===== config.mk =====
export PLATFORM = sky130hd
export DESIGN_NAME = first_order_allpass_shelf_filter
export DESIGN_NICKNAME = d
export VERILOG_FILES = /design/src/rtl/fapsf_pkg.sv /design/src/rtl/fapsf_regs.sv /design/src/rtl/fapsf_ctrl.sv /design/src/rtl/fapsf_dp.sv /design/src/rtl/first_order_allpass_shelf_filter.sv
export SDC_FILE = /design/constraint.sdc
export NUM_CORES = 2
export LEC_CHECK = 0
export CAP_MARGIN = 0
export CORE_MARGIN = 3
export CORE_UTILIZATION = 35
export CTS_CLUSTER_DIAMETER = 150
export DETAILED_ROUTE_END_ITERATION = 10
export DONT_BUFFER_PORTS = 1
export PLACE_DENSITY = 0.5
export SETUP_SLACK_MARGIN = 0.4
export SYNTH_ARGS = -nofsm -noshare
export SYNTH_HDL_FRONTEND = slang
export SYNTH_HIERARCHICAL = 1
export SYNTH_SLANG_ARGS = --single-unit

===== constraint.sdc =====
create_clock -name i_clk -period 16.1 [get_ports i_clk]
set_input_delay 0.805 -clock i_clk [delete_from_list [all_inputs] [get_ports i_clk]]
set_output_delay 0.805 -clock i_clk [all_outputs]
set_load 0.005 [all_outputs]

===== src/rtl/fapsf_pkg.sv =====
// Package for the first-order allpass shelf filter: item structs, config
// struct, controller states, command/status structs and saturation helpers.
// No dependencies.
`default_nettype none

package fapsf_pkg;

    // Default channel count handed to the top-level parameter
    localparam int CHANNELS_DEF = 2;

    // Configuration port geometry
    localparam int PADDR_W = 4;
    localparam int PDATA_W = 32;

    // Register indexes (word address)
    localparam logic [1:0] REG_MODE  = 2'd0;
    localparam logic [1:0] REG_COEF  = 2'd1;
    localparam logic [1:0] REG_SHELF = 2'd2;

    // Filter modes
    localparam logic [1:0] MODE_LOWPASS    = 2'd0;
    localparam logic [1:0] MODE_HIGHPASS   = 2'd1;
    localparam logic [1:0] MODE_LOW_SHELF  = 2'd2;
    localparam logic [1:0] MODE_HIGH_SHELF = 2'd3;

    // Input item
    typedef struct packed {
        logic               channel;
        logic signed [15:0] sample_in;
    } t_in_item;

    // Result item
    typedef struct packed {
        logic signed [15:0] sample_out;
        logic               out_channel;
    } t_out_item;

    // Configuration registers
    typedef struct packed {
        logic [1:0]         mode;
        logic signed [15:0] coef;
        logic signed [19:0] half_gain;
    } t_cfg;

    // Controller states
    typedef enum logic [2:0] {
        S_IDLE,
        S_AY,
        S_MIX,
        S_SHELF,
        S_OUT
    } t_state;

    // Commands from controller to datapath
    typedef struct packed {
        logic load_in;
        logic mul_ay;
        logic mix;
        logic shelf;
        logic load_out;
    } t_dp_cmd;

    // Status from datapath to controller
    typedef struct packed {
        logic shelf_mode;
    } t_dp_stat;

    // Saturate a 25-bit value to 18 bits signed
    function automatic logic signed [17:0] sat_18(input logic signed [24:0] v);
        logic signed [17:0] r;
        if (v > 25'sd131071) begin
            r = 18'sd131071;
        end else if (v < -25'sd131072) begin
            r = -18'sd131072;
        end else begin
            r = v[17:0];
        end
        return r;
    endfunction

    // Saturate a 25-bit value to 16 bits signed
    function automatic logic signed [15:0] sat_16(input logic signed [24:0] v);
        logic signed [15:0] r;
        if (v > 25'sd32767) begin
            r = 16'sd32767;
        end else if (v < -25'sd32768) begin
            r = -16'sd32768;
        end else begin
            r = v[15:0];
        end
        return r;
    endfunction

endpackage

`default_nettype wire


===== src/rtl/fapsf_regs.sv =====
// Configuration register file on an APB-style port.
// Depends on fapsf_pkg.
`default_nettype none

module fapsf_regs
    import fapsf_pkg::*;
(
    input  wire logic               i_clk,
    input  wire logic               i_rst_n,
    input  wire logic               psel,
    input  wire logic               penable,
    input  wire logic               pwrite,
    input  wire logic [PADDR_W-1:0] paddr,
    input  wire logic [PDATA_W-1:0] pwdata,
    output logic      [PDATA_W-1:0] prdata,
    output logic                    pready,
    output t_cfg                    o_cfg
);

    logic [1:0] reg_idx;
    logic       wr_en;
    t_cfg       r_cfg;

    assign reg_idx = paddr[3:2];
    assign wr_en   = psel && penable && pwrite;
    assign pready  = 1'b1;
    assign o_cfg   = r_cfg;

    // Write the addressed register; ignore unmapped addresses
    always_ff @(posedge i_clk) begin
        if (!i_rst_n) begin
            r_cfg <= '0;
        end else if (wr_en) begin
            unique case (reg_idx)
                REG_MODE:  r_cfg.mode      <= pwdata[1:0];
                REG_COEF:  r_cfg.coef      <= pwdata[15:0];
                REG_SHELF: r_cfg.half_gain <= pwdata[19:0];
                default: begin
                end
            endcase
        end
    end

    // Read back the addressed register
    always_comb begin
        unique case (reg_idx)
            REG_MODE:  prdata = {30'd0, r_cfg.mode};
            REG_COEF:  prdata = {16'd0, r_cfg.coef};
            REG_SHELF: prdata = {12'd0, r_cfg.half_gain};
            default:   prdata = '0;
        endcase
    end

endmodule

`default_nettype wire


===== src/rtl/fapsf_ctrl.sv =====
// Controller state machine: sequences the shared multiplier and owns the
// handshakes. Depends on fapsf_pkg.
`default_nettype none

module fapsf_ctrl
    import fapsf_pkg::*;
(
    input  wire logic     i_clk,
    input  wire logic     i_rst_n,
    input  wire logic     i_in_valid,
    output logic          o_in_ready,
    output logic          o_out_valid,
    input  wire logic     i_out_ready,
    input  wire t_dp_stat i_stat,
    output t_dp_cmd       o_cmd
);

    t_state r_state, n_state;
    logic   r_out_valid, n_out_valid;
    logic   out_free;

    assign out_free    = !r_out_valid || i_out_ready;
    assign o_in_ready  = (r_state == S_IDLE);
    assign o_out_valid = r_out_valid;

    // State and output-valid registers
    always_ff @(posedge i_clk) begin
        if (!i_rst_n) begin
            r_state     <= S_IDLE;
            r_out_valid <= 1'b0;
        end else begin
            r_state     <= n_state;
            r_out_valid <= n_out_valid;
        end
    end

    // Next state and commands
    always_comb begin
        n_state     = r_state;
        o_cmd       = '0;
        n_out_valid = r_out_valid && !i_out_ready;
        unique case (r_state)
            S_IDLE: begin
                if (i_in_valid) begin
                    o_cmd.load_in = 1'b1;
                    n_state       = S_AY;
                end
            end
            S_AY: begin
                o_cmd.mul_ay = 1'b1;
                n_state      = S_MIX;
            end
            S_MIX: begin
                o_cmd.mix = 1'b1;
                n_state   = i_stat.shelf_mode ? S_SHELF : S_OUT;
            end
            S_SHELF: begin
                o_cmd.shelf = 1'b1;
                n_state     = S_OUT;
            end
            S_OUT: begin
                // hold until the output register is free
                if (out_free) begin
                    o_cmd.load_out = 1'b1;
                    n_out_valid    = 1'b1;
                    n_state        = S_IDLE;
                end
            end
            default: n_state = S_IDLE;
        endcase
    end

endmodule

`default_nettype wire


===== src/rtl/fapsf_dp.sv =====
// Datapath: shared multiplier, accumulator, per-channel delay registers and
// output register. Depends on fapsf_pkg.
`default_nettype none

module fapsf_dp
    import fapsf_pkg::*;
#(
    parameter int CHANNELS = CHANNELS_DEF
) (
    input  wire logic     i_clk,
    input  wire logic     i_rst_n,
    input  wire t_cfg     i_cfg,
    input  wire t_in_item i_in,
    input  wire t_dp_cmd  i_cmd,
    output t_dp_stat      o_stat,
    output t_out_item     o_out
);

    localparam int CH_W = (CHANNELS > 1) ? $clog2(CHANNELS) : 1;

    // Per-channel delay line
    logic signed [15:0] r_prev_x [CHANNELS];
    logic signed [17:0] r_prev_y [CHANNELS];

    // Item registers
    logic signed [15:0] r_x;
    logic               r_ch;
    logic               r_bad;
    logic signed [39:0] r_acc;
    logic signed [18:0] r_s;
    t_out_item          r_out;

    logic [CH_W-1:0]    idx;
    logic               sub_mode;
    logic               shelf_mode;
    logic signed [19:0] mul_a;
    logic signed [18:0] mul_b;
    logic signed [38:0] prod;
    logic signed [39:0] xprev_term;
    logic signed [39:0] x_term;
    logic signed [39:0] acc_sum;
    logic signed [24:0] acc_rnd;
    logic signed [17:0] y1;
    logic signed [18:0] s_next;
    logic signed [19:0] s_inc;
    logic signed [15:0] lp_out;
    logic signed [15:0] sh_out;

    assign idx        = CH_W'(r_ch);
    assign sub_mode   = (i_cfg.mode == MODE_HIGHPASS) || (i_cfg.mode == MODE_HIGH_SHELF);
    assign shelf_mode = (i_cfg.mode == MODE_LOW_SHELF) || (i_cfg.mode == MODE_HIGH_SHELF);
    assign o_stat.shelf_mode = shelf_mode;
    assign o_out      = r_out;

    // Select multiplier operands: a*x on accept, a*yprev next, h*s for shelves
    always_comb begin
        priority if (i_cmd.load_in) begin
            mul_a = 20'(i_cfg.coef);
            mul_b = 19'(i_in.sample_in);
        end else if (i_cmd.mul_ay) begin
            mul_a = 20'(i_cfg.coef);
            mul_b = 19'(r_prev_y[idx]);
        end else begin
            mul_a = i_cfg.half_gain;
            mul_b = r_s;
        end
    end

    assign prod       = mul_a * mul_b;
    assign xprev_term = {{9{r_prev_x[idx][15]}}, r_prev_x[idx], 15'd0};
    assign x_term     = {{9{r_x[15]}}, r_x, 15'd0};

    // Round Q.30 accumulator to Q.15, ties toward plus infinity
    assign acc_sum = r_acc + 40'sd16384;
    assign acc_rnd = acc_sum[39:15];
    assign y1      = sat_18(acc_rnd);
    assign s_next  = sub_mode ? (19'(r_x) - 19'(y1)) : (19'(r_x) + 19'(y1));

    // Lowpass/highpass halve with rounding; shelves round the accumulator
    assign s_inc  = 20'(r_s) + 20'sd1;
    assign lp_out = sat_16(25'(s_inc >>> 1));
    assign sh_out = sat_16(acc_rnd);

    // Item registers and accumulator
    always_ff @(posedge i_clk) begin
        if (i_cmd.load_in) begin
            r_x   <= i_in.sample_in;
            r_ch  <= i_in.channel;
            r_bad <= (32'(i_in.channel) >= CHANNELS);
            r_acc <= 40'(prod);
        end
        if (i_cmd.mul_ay) begin
            r_acc <= r_acc - 40'(prod) + xprev_term;
        end
        if (i_cmd.mix) begin
            r_s <= s_next;
        end
        if (i_cmd.shelf) begin
            r_acc <= 40'(prod) + x_term;
        end
        if (i_cmd.load_out) begin
            r_out.out_channel <= r_ch;
            if (r_bad) begin
                r_out.sample_out <= '0;
            end else begin
                r_out.sample_out <= shelf_mode ? sh_out : lp_out;
            end
        end
    end

    // Update the channel's delay registers; drop out-of-range channels
    always_ff @(posedge i_clk) begin
        if (!i_rst_n) begin
            for (int i = 0; i < CHANNELS; i++) begin
                r_prev_x[i] <= '0;
                r_prev_y[i] <= '0;
            end
        end else if (i_cmd.mix && !r_bad) begin
            r_prev_x[idx] <= r_x;
            r_prev_y[idx] <= y1;
        end
    end

endmodule

`default_nettype wire


===== src/rtl/first_order_allpass_shelf_filter.sv =====
// Top level of the first-order allpass shelf filter: register file,
// controller and datapath. Depends on fapsf_pkg, fapsf_regs, fapsf_ctrl, fapsf_dp.
//
//   Channel | Direction | Handshake                  | Payload
//   input   | in        | i_in_valid / o_in_ready    | i_in  (t_in_item)
//   output  | out       | o_out_valid / i_out_ready  | o_out (t_out_item)
//   config  | in/out    | psel, penable, pwrite      | paddr, pwdata, prdata
//
// One item steps through accept (a*x), a*yprev and mix, then a shelf step (h*s)
// in shelf modes only, then output, as the single shared multiplier is used in turn.
// The output register lets the next item be accepted while a result waits.
// A stalled output holds the controller in its final state until taken.
// Reset (synchronous, active low) clears the config, controller state and delay lines.
`default_nettype none

module first_order_allpass_shelf_filter
    import fapsf_pkg::*;
#(
    parameter int CHANNELS = CHANNELS_DEF
) (
    input  wire logic               i_clk,
    input  wire logic               i_rst_n,
    input  wire logic               i_in_valid,
    output logic                    o_in_ready,
    input  wire t_in_item           i_in,
    output logic                    o_out_valid,
    input  wire logic               i_out_ready,
    output t_out_item               o_out,
    input  wire logic               psel,
    input  wire logic               penable,
    input  wire logic               pwrite,
    input  wire logic [PADDR_W-1:0] paddr,
    input  wire logic [PDATA_W-1:0] pwdata,
    output logic      [PDATA_W-1:0] prdata,
    output logic                    pready
);

    t_cfg     cfg;
    t_dp_cmd  cmd;
    t_dp_stat stat;

    // Configuration registers
    fapsf_regs u_regs (
        .i_clk   (i_clk),
        .i_rst_n (i_rst_n),
        .psel    (psel),
        .penable (penable),
        .pwrite  (pwrite),
        .paddr   (paddr),
        .pwdata  (pwdata),
        .prdata  (prdata),
        .pready  (pready),
        .o_cfg   (cfg)
    );

    // Sequencer
    fapsf_ctrl u_ctrl (
        .i_clk       (i_clk),
        .i_rst_n     (i_rst_n),
        .i_in_valid  (i_in_valid),
        .o_in_ready  (o_in_ready),
        .o_out_valid (o_out_valid),
        .i_out_ready (i_out_ready),
        .i_stat      (stat),
        .o_cmd       (cmd)
    );

    // Arithmetic and state
    fapsf_dp #(
        .CHANNELS (CHANNELS)
    ) u_dp (
        .i_clk   (i_clk),
        .i_rst_n (i_rst_n),
        .i_cfg   (cfg),
        .i_in    (i_in),
        .i_cmd   (cmd),
        .o_stat  (stat),
        .o_out   (o_out)
    );

endmodule

`default_nettype wire

==> results.sh <==
export IMPL_outcome="finished clean"
export IMPL_post_drt_wl_per_cell_um=20.7
export IMPL_crit_fanout=32
export IMPL_hold_violations=0
export IMPL_nets=3807
export IMPL_critPathLaunchType="flip-flop"
export IMPL_yosysWarnings=6
export IMPL_final_area_um2=31000
export IMPL_rsz0062_at_grt="false"
export IMPL_cp_required_ns=16.42
export IMPL_async_reset_ff_share_pct=0
export IMPL_worst_path_buf_inv=5
export IMPL_std_cell_rows=104
export IMPL_io_pins=112
export IMPL_timing_worst_setup_path_type="flip-flop to flip-flop"
export IMPL_postCtsSetupRepairBufs=0
export IMPL_max_freq_ghz=0.0785
export IMPL_cp_slowest_stage_delay_ns=0.91
export IMPL_grt_use_met3_pct=1.93
export IMPL_wirelength_um=86700
export IMPL_dp_cells=4153
export IMPL_clock_skew_ns=0.0355
export IMPL_portBuffers=0
export IMPL_ant_nets=0
export IMPL_synth_area_top_cells="fa_1 29%, edfxtp_1 17%, ha_1 9.3%"
export IMPL_cts_tree="done"
export IMPL_placed_cell_area_um2=30200
export IMPL_power_density_nw_per_um2=131
export IMPL_hold_buffers=0
export IMPL_grt_remaining_overflow=0
export IMPL_power_total_mw=4.06
export IMPL_hold_ws_ns=0.340
export IMPL_drt_iter0_markers=1284
export IMPL_start_util_pct=35.6
export IMPL_via_per_inst=5.19
export IMPL_vias=21800
export IMPL_relSlewSlack_pct=14.9
export IMPL_synth_ff_latch_count=204
export IMPL_cts_resized_gates=0
export IMPL_antenna_found_initial=0
export IMPL_use_met1_pct=28.9
export IMPL_grt_usage_pct=20.4
export IMPL_chipHeight_um=294
export IMPL_final_common_cell="inv_1"
export IMPL_ys_seq_area_share_pct=19.7
export IMPL_core_um2=81200
export IMPL_gr_usage_met2_pct=34.1
export IMPL_synth_ff_type="edfxtp_1"
export IMPL_drcViolationCount=0
export IMPL_avgSynthCellArea_um2=9.17
export IMPL_clk_pin_slew_ns=0.06
export IMPL_clk_latency_ns=0.58
export IMPL_grt_busiest_layer="met2"
export IMPL_cap_violations=0
export IMPL_die_w_um=294
export IMPL_worst_pin_slew_ns=1.24
export IMPL_crit_slowest_cell="o21ai_1"
export IMPL_leakage_nw=14.3
export IMPL_cts_max_path_buffers=3
export IMPL_min_period_ns=12.75
export IMPL_setup_tns_ns=0
export IMPL_htree_levels=1
export IMPL_final_max_slew_viol_count=0
export IMPL_critPathCaptureType="flip-flop"
export IMPL_netlist_instances=3154
export IMPL_clock_root_buffer="clkbuf_16"
export IMPL_setup_viol=0
export IMPL_finalCritPeriodShare_pct=79.2
export IMPL_die_area_um2=86100
export IMPL_drive_gt1_share_pct=5.22
export IMPL_worst_ep_arrival_time_ns=13.06
export IMPL_grt_pass1_wl_um=136000
export IMPL_syn2layout_area_growth_pct=7.32
export IMPL_cts_sinks=204
export IMPL_yosysTopAreaCell="fa_1"
export IMPL_dr_pass1_iters=5
export IMPL_synthesis_area_um2=28900
export IMPL_grt_max_degree=67
export IMPL_min_delay_path_class="primary input to flip-flop"
export IMPL_setup_slack_ns=3.35
export IMPL_peakVddDrop_uv=90.0
export IMPL_place_hpwl_um=70300
export IMPL_final_cell_mix="452 x inv_1, 412 x fa_1, 367 x nor2_1, 353 x nand2_1, 214 x ha_1"
export IMPL_path_delay_family="adder cells"
export IMPL_cts_made_buffers=26
export IMPL_final_util_pct=38.2
export IMPL_synth_edf_count=161
export IMPL_pre_cts_slack_ns=3.29
export IMPL_synth_top_cell_area_share_pct=28.5
export IMPL_yosysUniqueCellTypes=82
export IMPL_gp_congestion=0.847
export IMPL_cpMostUsedCell="fa_1"
export IMPL_grt_pass1_vias=22600
export IMPL_layout_cells_non_filler=4199
export IMPL_antenna_cells=0
## state kept, by name, indices dropped and copies added (netlist names), named ones only
name / cells
u_dp/r_acc: 40
u_regs/o_cfg: 38
u_dp/r_prev_y: 36
u_dp/r_s: 19
u_ctrl/o_out_valid: 1
u_dp/r_prev_x: 32
u_dp/o_out: 17
u_dp/idx: 1
u_ctrl/r_state: 3
u_dp/r_x: 16
## metal layers
metal / wire, um / vias to the layer above
li1: - / 10300
met1: 41000 / 11100
met2: 40900 / 370
met3: 3050 / 91
met4: 1810 / 0
met5: 0 / -
## Yosys cell counts (20+ instances only)
library cell	number
fa_1	412
dfxtp_1	43
ha_1	214
clkbuf_1	97
nand2_1	354
edfxtp_1	161
mux2_2	31
a21o_1	50
nor2_1	371
xor2_1	50
inv_1	452
nand3_1	40
and2_1	48
nor3_1	34
a31oi_1	22
and3_1	27
o21ai_0	84
a211oi_1	35
o21a_1	20
xnor2_1	97
mux2i_1	88
a21oi_1	164
## path summary, 6_finish.rpt
| path | cells past startpoint | slack [ns] | start | to |
|---|---|---|---|---|
| hold / removal | 0 | 0.34 | i_in[16] | u_dp/idx$_DFFE_PP_ |
| hold reg to reg | 2 | 0.49 | u_regs/o_cfg[27]$_SDFFE_PN0P_ | u_regs/o_cfg[27]$_SDFFE_PN0P_ |
| setup reg to reg | 36 | 3.35 | u_ctrl/r_state[0]$_SDFFE_PN0P_ | u_dp/r_acc[37]$_DFFE_PP_ |
| setup / recovery | 36 | 3.35 | u_ctrl/r_state[0]$_SDFFE_PN0P_ | u_dp/r_acc[37]$_DFFE_PP_ |
## report_power, final
part	leakage [nW]	total [mW]	internal (mW)	switching [mW]
Clock	0.432	0.623	0.375	0.249
Combinational	11.9	2.66	1.07	1.59
Sequential	1.94	0.774	0.684	0.0896
Total	14.3	4.06	2.13	1.93
## cell families (layout without fill, tap and decap cells)
logic type                 Yosys count  in the layout  share of synthesized area, %
and+or+nand+nor                    978            978                          14.8
muxes                              119            119                          4.25
other                                2             13                        0.0260
xor gates and xnor gates           147            147                          4.45
AOI/OAI and AO/OA                  498            498                          11.1
DFF                                204            204                          19.7
buffers and inverters              580            554                          7.98
adders and majority gates          626            626                          37.8
## cell type report
cell class              instances  area [um2]
multi-input cells            2381       21000
inverters                     453        1700
clock buffers                  29         662
flip-flops and latches        204        5700
clock inverters                17         223
fillers                      8421       50100
well taps                    1060        1330
repair buffers                 55         413
(Power assumes the default switching activity.)
